==> config.mk <==
export PLATFORM = sky130hd
export DESIGN_NAME = command_frame_builder_crc16
export DESIGN_NICKNAME = d
export VERILOG_FILES = /design/src/sv/cfb_pkg.sv /design/src/sv/cfb_crc.sv /design/src/sv/command_frame_builder_crc16.sv
export SDC_FILE = /design/constraint.sdc
export NUM_CORES = 1
export LEC_CHECK = 0
export ABC_AREA = 1
export BUFFER_PORTS_ARGS = -buffer_cell sky130_fd_sc_hd__buf_2
export CAP_MARGIN = 10
export CELL_PAD_IN_SITES_DETAIL_PLACEMENT = 1
export CELL_PAD_IN_SITES_GLOBAL_PLACEMENT = 1
export CORE_AREA = 10 10 153 155
export CTS_CLUSTER_SIZE = 14
export DETAILED_ROUTE_END_ITERATION = 10
export DIE_AREA = 0 0 163 165
export GPL_TIMING_DRIVEN = 1
export HOLD_SLACK_MARGIN = 0.06
export PLACE_DENSITY_LB_ADDON = 0.1
export SLEW_MARGIN = 20
export SYNTH_ARGS = -nofsm -noshare
export SYNTH_HDL_FRONTEND = slang
export SYNTH_HIERARCHICAL = 1
export SYNTH_SLANG_ARGS = --single-unit
==> constraint.sdc <==
create_clock -name clk -period 8.05 [get_ports clk]
set_input_delay 1.61 -clock clk [delete_from_list [all_inputs] [get_ports clk]]
set_output_delay 1.61 -clock clk [all_outputs]
set_load 0.005 [all_outputs]
==> src/sv/cfb_pkg.sv <==
// Package for the command frame builder: item structs, header constants
// and the control struct of the CRC unit. No dependencies.
`default_nettype none

package cfb_pkg;

  localparam int unsigned MAX_DATA_BYTES_DEF = 8;

  localparam logic [7:0]  HDR_BASE      = 8'h80;
  localparam logic [7:0]  HDR_WIDE_ADDR = 8'h08;
  localparam logic [3:0]  LEN_EIGHT     = 4'd8;
  localparam logic [3:0]  LEN_SEVEN     = 4'd7;
  localparam logic [2:0]  LEN_CODE_MAX  = 3'd7;
  localparam logic [15:0] CRC_POLY_REFL = 16'hA001;

  typedef struct packed {
    logic [7:0]  device_id;
    logic [15:0] reg_address;
    logic [63:0] data_word;
    logic [3:0]  data_length;
    logic [2:0]  req_type;
  } cfb_in_t;

  typedef struct packed {
    logic [7:0] frame_byte;
    logic       last_byte;
    logic       length_error;
  } cfb_out_t;

  typedef struct packed {
    logic       clr;
    logic       en;
    logic [7:0] data_byte;
  } cfb_crc_ctl_t;

endpackage

`default_nettype wire

==> src/sv/cfb_crc.sv <==
// CRC-16/ARC accumulator, one frame byte per cycle while en is set.
// Depends on cfb_pkg for the control struct and the polynomial.
`default_nettype none

module cfb_crc (
  input  wire                   clk,
  input  cfb_pkg::cfb_crc_ctl_t ctl,
  output logic [15:0]           crc
);
  import cfb_pkg::*;

  logic [15:0] crc_r;
  logic [15:0] crc_nxt;

  // reflected CRC: fold in one byte, eight shift steps
  function automatic logic [15:0] crc_byte(input logic [15:0] c, input logic [7:0] b);
    logic [15:0] v;
    v = c ^ {8'h00, b};
    for (int k = 0; k < 8; k++) begin
      if (v[0]) begin
        v = (v >> 1) ^ CRC_POLY_REFL;
      end else begin
        v = v >> 1;
      end
    end
    return v;
  endfunction

  always_comb begin
    crc_nxt = crc_r;
    if (ctl.clr) begin
      crc_nxt = 16'h0000;
    end else if (ctl.en) begin
      crc_nxt = crc_byte(crc_r, ctl.data_byte);
    end
  end

  always_ff @(posedge clk) begin
    crc_r <= crc_nxt;
  end

  assign crc = crc_r;

endmodule

`default_nettype wire

==> src/sv/command_frame_builder_crc16.sv <==
// Order: an accepted command first loads the sequencer state (S_HDR), then the output
//   register strobes the first byte; a length error result is strobed in the cycle
//   right after the accepting edge. A frame is 5 to 14 bytes, one byte per cycle from
//   the byte sequencer and the byte-wide CRC step; no new command is taken while busy.
// Reset: rst_n is synchronous, active low; it returns the sequencer to idle and drops
//   the strobe. The receiver cannot stall; every result is shown for exactly one cycle.
`default_nettype none

module command_frame_builder_crc16 #(
  parameter int unsigned MAX_DATA_BYTES = cfb_pkg::MAX_DATA_BYTES_DEF
) (
  input  wire               clk,
  input  wire               rst_n,
  input  wire               start,
  output logic              busy,
  input  cfb_pkg::cfb_in_t  in_item,
  output logic              out_valid,
  output cfb_pkg::cfb_out_t out_item
);
  import cfb_pkg::*;

  localparam int unsigned DATA_W = 8 * MAX_DATA_BYTES;
  localparam int unsigned LEN_W  = $clog2(MAX_DATA_BYTES + 1);

  // one-hot byte sequencer: one state per frame field
  typedef enum logic [7:0] {
    S_IDLE = 8'b0000_0001,
    S_HDR  = 8'b0000_0010,
    S_DEV  = 8'b0000_0100,
    S_AHI  = 8'b0000_1000,
    S_ALO  = 8'b0001_0000,
    S_DATA = 8'b0010_0000,
    S_CLO  = 8'b0100_0000,
    S_CHI  = 8'b1000_0000
  } cfb_state_t;

  cfb_state_t state_r, state_nxt;
  logic       out_valid_r, out_valid_nxt;
  cfb_out_t   out_r, out_nxt;

  // command fields held for the frame
  logic [7:0]        hdr_r, hdr_nxt;
  logic [7:0]        dev_r, dev_nxt;
  logic [15:0]       addr_r, addr_nxt;
  logic              wide_r, wide_nxt;
  logic              has_dev_r, has_dev_nxt;
  logic [DATA_W-1:0] data_sr_r, data_sr_nxt;
  logic [LEN_W-1:0]  cnt_r, cnt_nxt;

  logic         accept;
  logic         len_bad;
  logic         in_wide;
  logic [2:0]   len_code;
  logic [LEN_W-1:0] pad_bytes;
  logic [7:0]   emit_byte;
  logic         emit;
  logic         emit_last;
  logic         crc_feed;
  cfb_crc_ctl_t crc_ctl;
  logic [15:0]  crc;

  assign busy   = (state_r != S_IDLE);
  assign accept = start && !busy;

  // reject zero, seven and anything past the configured payload size
  assign len_bad = (in_item.data_length == 4'd0) ||
                   (in_item.data_length == LEN_SEVEN) ||
                   (in_item.data_length > 4'(MAX_DATA_BYTES));
  assign in_wide  = |in_item.reg_address[15:8];
  // length eight is coded as seven in the header
  assign len_code = (in_item.data_length == LEN_EIGHT) ? LEN_CODE_MAX
                                                        : in_item.data_length[2:0];
  // left-align the payload so the first byte to send sits at the top
  assign pad_bytes = LEN_W'(MAX_DATA_BYTES) - in_item.data_length[LEN_W-1:0];

  cfb_crc u_crc (
    .clk (clk),
    .ctl (crc_ctl),
    .crc (crc)
  );

  always_comb begin
    state_nxt     = state_r;
    out_valid_nxt = 1'b0;
    out_nxt       = out_r;
    hdr_nxt       = hdr_r;
    dev_nxt       = dev_r;
    addr_nxt      = addr_r;
    wide_nxt      = wide_r;
    has_dev_nxt   = has_dev_r;
    data_sr_nxt   = data_sr_r;
    cnt_nxt       = cnt_r;
    emit          = 1'b0;
    emit_byte     = 8'h00;
    emit_last     = 1'b0;
    crc_feed      = 1'b0;
    crc_ctl       = '{clr: 1'b0, en: 1'b0, data_byte: 8'h00};

    case (state_r)
      S_IDLE: begin
        if (accept) begin
          if (len_bad) begin
            // single error item, no frame
            out_valid_nxt = 1'b1;
            out_nxt       = '{frame_byte: 8'h00, last_byte: 1'b1, length_error: 1'b1};
          end else begin
            hdr_nxt     = HDR_BASE | {1'b0, in_item.req_type, 4'h0} |
                          (in_wide ? HDR_WIDE_ADDR : 8'h00) | {5'h00, len_code};
            dev_nxt     = in_item.device_id;
            addr_nxt    = in_item.reg_address;
            wide_nxt    = in_wide;
            has_dev_nxt = !in_item.req_type[2];
            data_sr_nxt = in_item.data_word[DATA_W-1:0] << {pad_bytes, 3'b000};
            cnt_nxt     = in_item.data_length[LEN_W-1:0];
            crc_ctl.clr = 1'b1;
            state_nxt   = S_HDR;
          end
        end
      end
      S_HDR: begin
        emit      = 1'b1;
        crc_feed  = 1'b1;
        emit_byte = hdr_r;
        if (has_dev_r) begin
          state_nxt = S_DEV;
        end else if (wide_r) begin
          state_nxt = S_AHI;
        end else begin
          state_nxt = S_ALO;
        end
      end
      S_DEV: begin
        emit      = 1'b1;
        crc_feed  = 1'b1;
        emit_byte = dev_r;
        state_nxt = wide_r ? S_AHI : S_ALO;
      end
      S_AHI: begin
        emit      = 1'b1;
        crc_feed  = 1'b1;
        emit_byte = addr_r[15:8];
        state_nxt = S_ALO;
      end
      S_ALO: begin
        emit      = 1'b1;
        crc_feed  = 1'b1;
        emit_byte = addr_r[7:0];
        state_nxt = S_DATA;
      end
      S_DATA: begin
        // shift one payload byte out per cycle
        emit        = 1'b1;
        crc_feed    = 1'b1;
        emit_byte   = data_sr_r[DATA_W-1 -: 8];
        data_sr_nxt = data_sr_r << 8;
        cnt_nxt     = cnt_r - LEN_W'(1);
        if (cnt_r == LEN_W'(1)) begin
          state_nxt = S_CLO;
        end
      end
      S_CLO: begin
        emit      = 1'b1;
        emit_byte = crc[7:0];
        state_nxt = S_CHI;
      end
      S_CHI: begin
        emit      = 1'b1;
        emit_last = 1'b1;
        emit_byte = crc[15:8];
        state_nxt = S_IDLE;
      end
      default: begin
        state_nxt = S_IDLE;
      end
    endcase

    if (emit) begin
      out_valid_nxt = 1'b1;
      out_nxt       = '{frame_byte: emit_byte, last_byte: emit_last, length_error: 1'b0};
    end
    if (crc_feed) begin
      crc_ctl.en        = 1'b1;
      crc_ctl.data_byte = emit_byte;
    end
  end

  // control state
  always_ff @(posedge clk) begin
    if (!rst_n) begin
      state_r     <= S_IDLE;
      out_valid_r <= 1'b0;
    end else begin
      state_r     <= state_nxt;
      out_valid_r <= out_valid_nxt;
    end
  end

  // payload
  always_ff @(posedge clk) begin
    out_r     <= out_nxt;
    hdr_r     <= hdr_nxt;
    dev_r     <= dev_nxt;
    addr_r    <= addr_nxt;
    wide_r    <= wide_nxt;
    has_dev_r <= has_dev_nxt;
    data_sr_r <= data_sr_nxt;
    cnt_r     <= cnt_nxt;
  end

  assign out_valid = out_valid_r;
  assign out_item  = out_r;

`ifndef ASSERT_OFF
  a_err_next: assert property (@(posedge clk) disable iff (!rst_n)
    accept && len_bad |=> out_valid && out_item.length_error && out_item.last_byte)
    else $error("length error item missing after rejected command");

  a_frame_starts: assert property (@(posedge clk) disable iff (!rst_n)
    accept && !len_bad |=> busy && !out_valid)
    else $error("frame did not start after accepted command");

  a_last_idle: assert property (@(posedge clk) disable iff (!rst_n)
    out_valid && out_item.last_byte && !out_item.length_error |-> !busy)
    else $error("sequencer still busy after final frame byte");

  a_out_cause: assert property (@(posedge clk) disable iff (!rst_n)
    $rose(rst_n) ##1 out_valid |-> $past(busy) || $past(start))
    else $error("result strobe without a command in progress");
`endif

endmodule

`default_nettype wire
After elaboration in Yosys (flattened, before gate mapping)

Index checks and enable logic that the tools add are counted.

Register bits after elaboration: 137
Input bits: 98
Output and inout port bits: 12
Word-level logic and storage cells: 114

Add/subtract/negate cells: 2
$lt $le $gt $ge: 1
Eq/ne operators: 15
Shift-type cells: 1
Mux-type cells: 52
Bitwise operators: 12
Reduce and logical (&&, ||, !) cells: 18

Operators by type and width:

| cell                 | count |
|---|---|
| $mux W16             | 22 |
| $mux W64             | 2 |
| $pmux W64 S2         | 1 |
| $pmux W8 S7          | 2 |
| $shl A64 B7 Y64      | 1 |
| $mux W10             | 4 |
| $mux W8              | 3 |
| $not A2 Y3           | 8 |
| $xor A16 B8 Y16      | 1 |
| $reduce_and A3 Y1    | 5 |
| $mux W4              | 3 |
| $mux W1              | 10 |
| $mux W5              | 2 |
| $mux W9              | 1 |
| $eq A8 B1 Y1 const B | 1 |
| $eq A8 B2 Y1 const B | 1 |
| $eq A8 B3 Y1 const B | 1 |
| $eq A8 B4 Y1 const B | 1 |
| $eq A8 B5 Y1 const B | 1 |
| $eq A8 B6 Y1 const B | 1 |
| $eq A8 B7 Y1 const B | 1 |
| $eq A8 B8 Y1 const B | 1 |
| $ne A8 B1 Y1 const B | 1 |
| $or A8 B3 Y8         | 1 |
| 19 further kinds     | 26 |

Longest topological paths before layout

Depth in word-level cells: 35
Gate-level depth with buffers: 26
Gate-level depth less buffers: 26

By module

Netlist, hierarchy kept.

Modules (own cells, without submodules):

| module                      | times used | cells an instance | area each (sq um) | seq. area each (sq um) |
|---|---|---|---|---|
| command_frame_builder_crc16 | 1          | 910               | 6,991.7           | 3,473.3 |
| cfb_crc                     | 1          | 142               | 1,019.7           | 320.3 |

Worst setup path after synthesis

Ideal clock, no wire load.

Path type: input to register
From: input in_item[3] (netlist name)
To: register cnt_r[0], enable pin
Setup time: 0.494 ns
Data arrival time: 5.711 ns
Data required time: 7.556 ns
Setup slack: 1.845 ns
Stages: 10
Buffers on the path: 2
Path through: inv_1 -> buf_2 -> buf_2 -> ha_1 -> nand2_1 -> nand2_1 -> nand3_1 -> o21ai_0 -> inv_1 -> nor2_1

Cells in the longest elaborated chain, start to end: 5
Elaborated cells between the ends (all ways): 7
Those cells by class: order compare (1); eq/ne (2); reduce/logical (4)

Ends and longest elaborated chain:

| what                                                                 | RTL line                           | RTL |
|---|---|---|
| start, declared                                                      | command_frame_builder_crc16.sv:16  | `input cfb_pkg::cfb_in_t in_item,` |
| parallel branches: the longest is 2 deep, another holds $gt A4 B4 Y1 | --                                 |  |
| $logic_or A1 B1 Y1 (*)                                               | command_frame_builder_crc16.sv:67  | `(in_item.data_length == LEN_SEVEN) \|\|` |
| $ne A2 B2 Y1 (no line) (*)                                           | --                                 |  |
| $reduce_and A3 Y1 (no line) (*)                                      | --                                 |  |
| end signal, assigned                                                 | command_frame_builder_crc16.sv:207 | `cnt_r <= cnt_nxt;` |
| end, declared                                                        | command_frame_builder_crc16.sv:48  | `logic [LEN_W-1:0] cnt_r, cnt_nxt;` |

Every way passes the cells marked *.
A chain may end at the register's enable or synchronous reset.

Final worst setup path

From: input in_item[3] (netlist name)
To: register data_sr_r[46], enable pin

Cells in the longest elaborated chain, start to end: 5
Elaborated cells between the ends (all ways): 7
Those cells by class: order compare (1); eq/ne (2); reduce/logical (4)

Ends and longest elaborated chain:

| what                                                                 | RTL line                           | RTL |
|---|---|---|
| parallel branches: the longest is 2 deep, another holds $gt A4 B4 Y1 | --                                 |  |
| $logic_or A1 B1 Y1 (*)                                               | command_frame_builder_crc16.sv:67  |  |
| $ne A2 B2 Y1 (no line) (*)                                           | --                                 |  |
| $reduce_and A3 Y1 (no line) (*)                                      | --                                 |  |
| end signal, assigned                                                 | command_frame_builder_crc16.sv:206 | `data_sr_r <= data_sr_nxt;` |
| end, declared                                                        | command_frame_builder_crc16.sv:47  | `logic [DATA_W-1:0] data_sr_r, data_sr_nxt;` |

Marked as above.

==> results by group <==
Clock network
  • Post_cts resized: 0
  • Htree depth: 4
  • Inserted Clock Buffers: 17
  • CTS sink count: 135
  • Clock transition at path regs: 0.06 ns
  • Post-CTS setup buffer count: 0
  • CTS tree: yes
  • Clk root buf: clkbuf_16
  • Clock latency on the worst-skew pair: 0.43 ns
  • Clock Path Buffers: 2
  • # hold bufs at CTS: 0

Power and ir drop
  • Net Sw Frac: 29.8%
  • Sequential share of power: 43.3%
  • Net Sw Power: 0.000608 W
  • Pwr dens: 219 nW/um^2
  • Comb pwr share: 18.7%
  • Max IR drop VDD: 133 uV
  • Clk pwr share: 38.0%
  • Leakage: 4.23 nW
  • Pint: 0.00143 W
  • Tot Pwr: 0.00204 W

Place
  • PortBufs: 109
  • Placed cells: 1388
  • Placer Congestion: 0.867
  • Dpl cell area: 8750 um^2
  • Hpwl dp: 18900 um

Yosys
  • Synthesized cell area: 8010 um^2
  • Post-Synth XOR/XNOR Area: 1.92%
  • Register area share after synthesis: 47.4%
  • Yosys reg bits: 135
  • Syn Nets: 1154
  • YS warnings: 6
  • FFs w/ async S/R, synth: 0%
  • Simple-gate share of the synthesized area: 34.6%
  • Post-Synth Adder-Cell Area: 0.625%
  • Mux cell area share after synthesis: 0%
  • EDFF count, synth: 109
  • Syn_area_per_cell: 7.62 um^2
  • Yosys cell types: 33
  • Main combinational cell family by area after synthesis: simple AND/OR/NAND/NOR gates
  • Area fraction in compound gates after synthesis: 8.95%
  • Most used DFF post-synth: edfxtp_1
  • Post-Syn Instances: 1052

Global route
  • Met2 Use GR: 36.9%
  • GR Overflow Total: 0
  • Busiest layer in global routing: met2
  • First-pass GRT wire length: 40700 um
  • Vias in the first global route: 7625
  • GRT met3 Usage: 3.68%
  • Largest net degree at the start of global routing: 74
  • GR Util met1: 20.9%
  • Initial antenna violation count: 0
  • Gr usage total: 19.3%

Critical path
  • Crit path to: data_sr_r[46]
  • R2r startpoint: state_r[3]
  • Cell family with most CP delay: buffers and inverters
  • Max FO, Critical Path: 59
  • Worst R2R Path Depth: 9
  • Startpoint Class: input port
  • Cell depth of the worst setup path: 10
  • Max incr delay on CP: 0.81 ns
  • CP Cell Sequence: buf_2, buf_4, inv_2, ha_2, nand3_1, nand3_1, o21ai_0, inv_1, nor2_4, buf_4
  • Crit path from: in_item[3]
  • CP max stage cell: nor2_4
  • Setup CP Type: in -> reg
  • Type of destination of the critical path: flop
  • CP required: 8.16 ns
  • CP bufs+invs: 5
  • Reg-to-reg setup timing slack: 4.15 ns
  • R2R Path End: data_sr_r[46]
  • Critical Path AT: 4.59 ns

Timing
  • Slew @ Worst Pin: 1.06 ns
  • Slew Viols, Final: 0
  • Fin crit period: 4.48 ns
  • Period utilization: 55.7%
  • Unrepaired setup endpoints after global routing: no
  • Peak Freq: 0.223 GHz
  • TNS Setup: 0 ns
  • Slew headroom: 29.0%
  • Final hold vios: 0
  • Clock Skew: 0.0119 ns
  • Endpoints failing setup: 0

Drt
  • Routed len/inst: 17.9 um
  • Via density: 5.13
  • Drt first-iter violations: 346
  • Routed Antenna Nets: 0
  • DRT Wirelength: 25500 um
  • DR DRC count: 0
  • Routed vias: 7284
  • DR pass1 iterations: 4

Worst hold path
  • Hold WC Path Type: reg -> reg
  • HP Start: u_crc/crc[13]

Run status
  • Status: completed

Floorplanning
  • Num rows: 52
  • Top-level port count: 110
  • Core Region: 20200 um^2
  • Die height: 165 um
  • Initial Util: 39.7%
  • DIE WIDTH: 163 um
  • Full die area: 26900 um^2

Finish
  • Final Non-Filler Cells: 1420
  • Final core occ: 46.2%
  • Final Instance Area: 9320 um^2
  • Nets@finish: 1239
  • Layout cells sized above 1: 17.1%
  • ANT cells: 0
  • Area grow syn2layout: 16.4%

Run
  • Max Cap Viol: 0
cell usage after synthesis (12+ instances only):
cell      number  area, um^2
o21ai_1       13        65.1
inv_1         69         259
nand3_1      119         596
nand2_1      395        1480
a21oi_1       17        85.1
edfxtp_1     109        3270
o211ai_1      31         233
clkbuf_1      16        60.1
o21ai_0       48         240
buf_2         27         135
and2_1        12        75.1
nor2_1        89         334
dfxtp_1       26         521
logic make-up after synthesis:
kind of cell / Yosys count
DFF: 135
AOI/OAI and AO/OA: 120
and+or+nand+nor: 651
buffers and inverters: 127
xor gates and xnor gates: 15
adders and majority gates: 4
cells in the final DEF, fill, tap and decap left out, drive strengths merged, types with 17 or more instances in the layout:
master,netlist,final
nand2,409,409
nand3,126,126
buf,36,118
edfxtp,109,109
nor2,95,95
inv,75,76
o21ai,71,71
o211ai,31,31
dfxtp,26,26
clkbuf,16,19
a21oi,17,17
power groups by stage:
stage	Clock [W]	Sequential, W	Combinational (W)
after detailed placement	0	0.000898	0.000386
after global routing	0.000813	0.000891	0.000436
after floorplan	0	0.000891	0.000261
after global placement	0	0.000896	0.000379
after CTS	0.000787	0.000884	0.000388
final	0.000777	0.000883	0.000382
through the flow:
stage / hold slack, ns / worst slack (ns)
after floorplan: 0.439 / 1.84
after global placement: 0.469 / 3.22
after detailed placement: 0.475 / 3.13
after CTS: 0.487 / 3.54
after global routing: 0.509 / 3.28
final: 0.477 / 3.57
tightest hold or removal path, stage by stage, from the launching register on:
cell	delay, ns
dfxtp_1	0.31
inv_1	0.06
a21oi_1	0.05
state kept, by name (all words and copies together) (netlist names):
register,count
data_sr_r,64
addr_r,16
u_crc/crc,16
out_item,10
dev_r,8
state_r,8
hdr_r,7
cnt_r,4
has_dev_r,1
out_valid,1
final cells by class:
cell class              count  area, um^2
repair buffers            118         613
clock inverters            13         131
flip-flops and latches    135        3790
fillers                  2529       10800
multi-input cells         790        3720
clock buffers              19         443
well taps                 270         338
inverters                  75         282
per-layer routing:
metal | up-vias | wire (um)
li1 | 3617 | -
met3 | 27 | 898
met5 | - | 0
met1 | 3521 | 10200
met4 | 0 | 530
met2 | 119 | 13800
how the worst min path moves through the flow:
stage | end | slack, ns | cells after the start
after global routing | u_crc/crc[5] | 0.51 | 2
after global placement | u_crc/crc[5] | 0.47 | 2
after CTS | u_crc/crc[5] | 0.49 | 2
after floorplan | u_crc/crc[5] | 0.44 | 2
after detailed placement | u_crc/crc[5] | 0.48 | 2
final | u_crc/crc[5] | 0.48 | 2
Note: power is estimated with default switching activity, not from simulation.
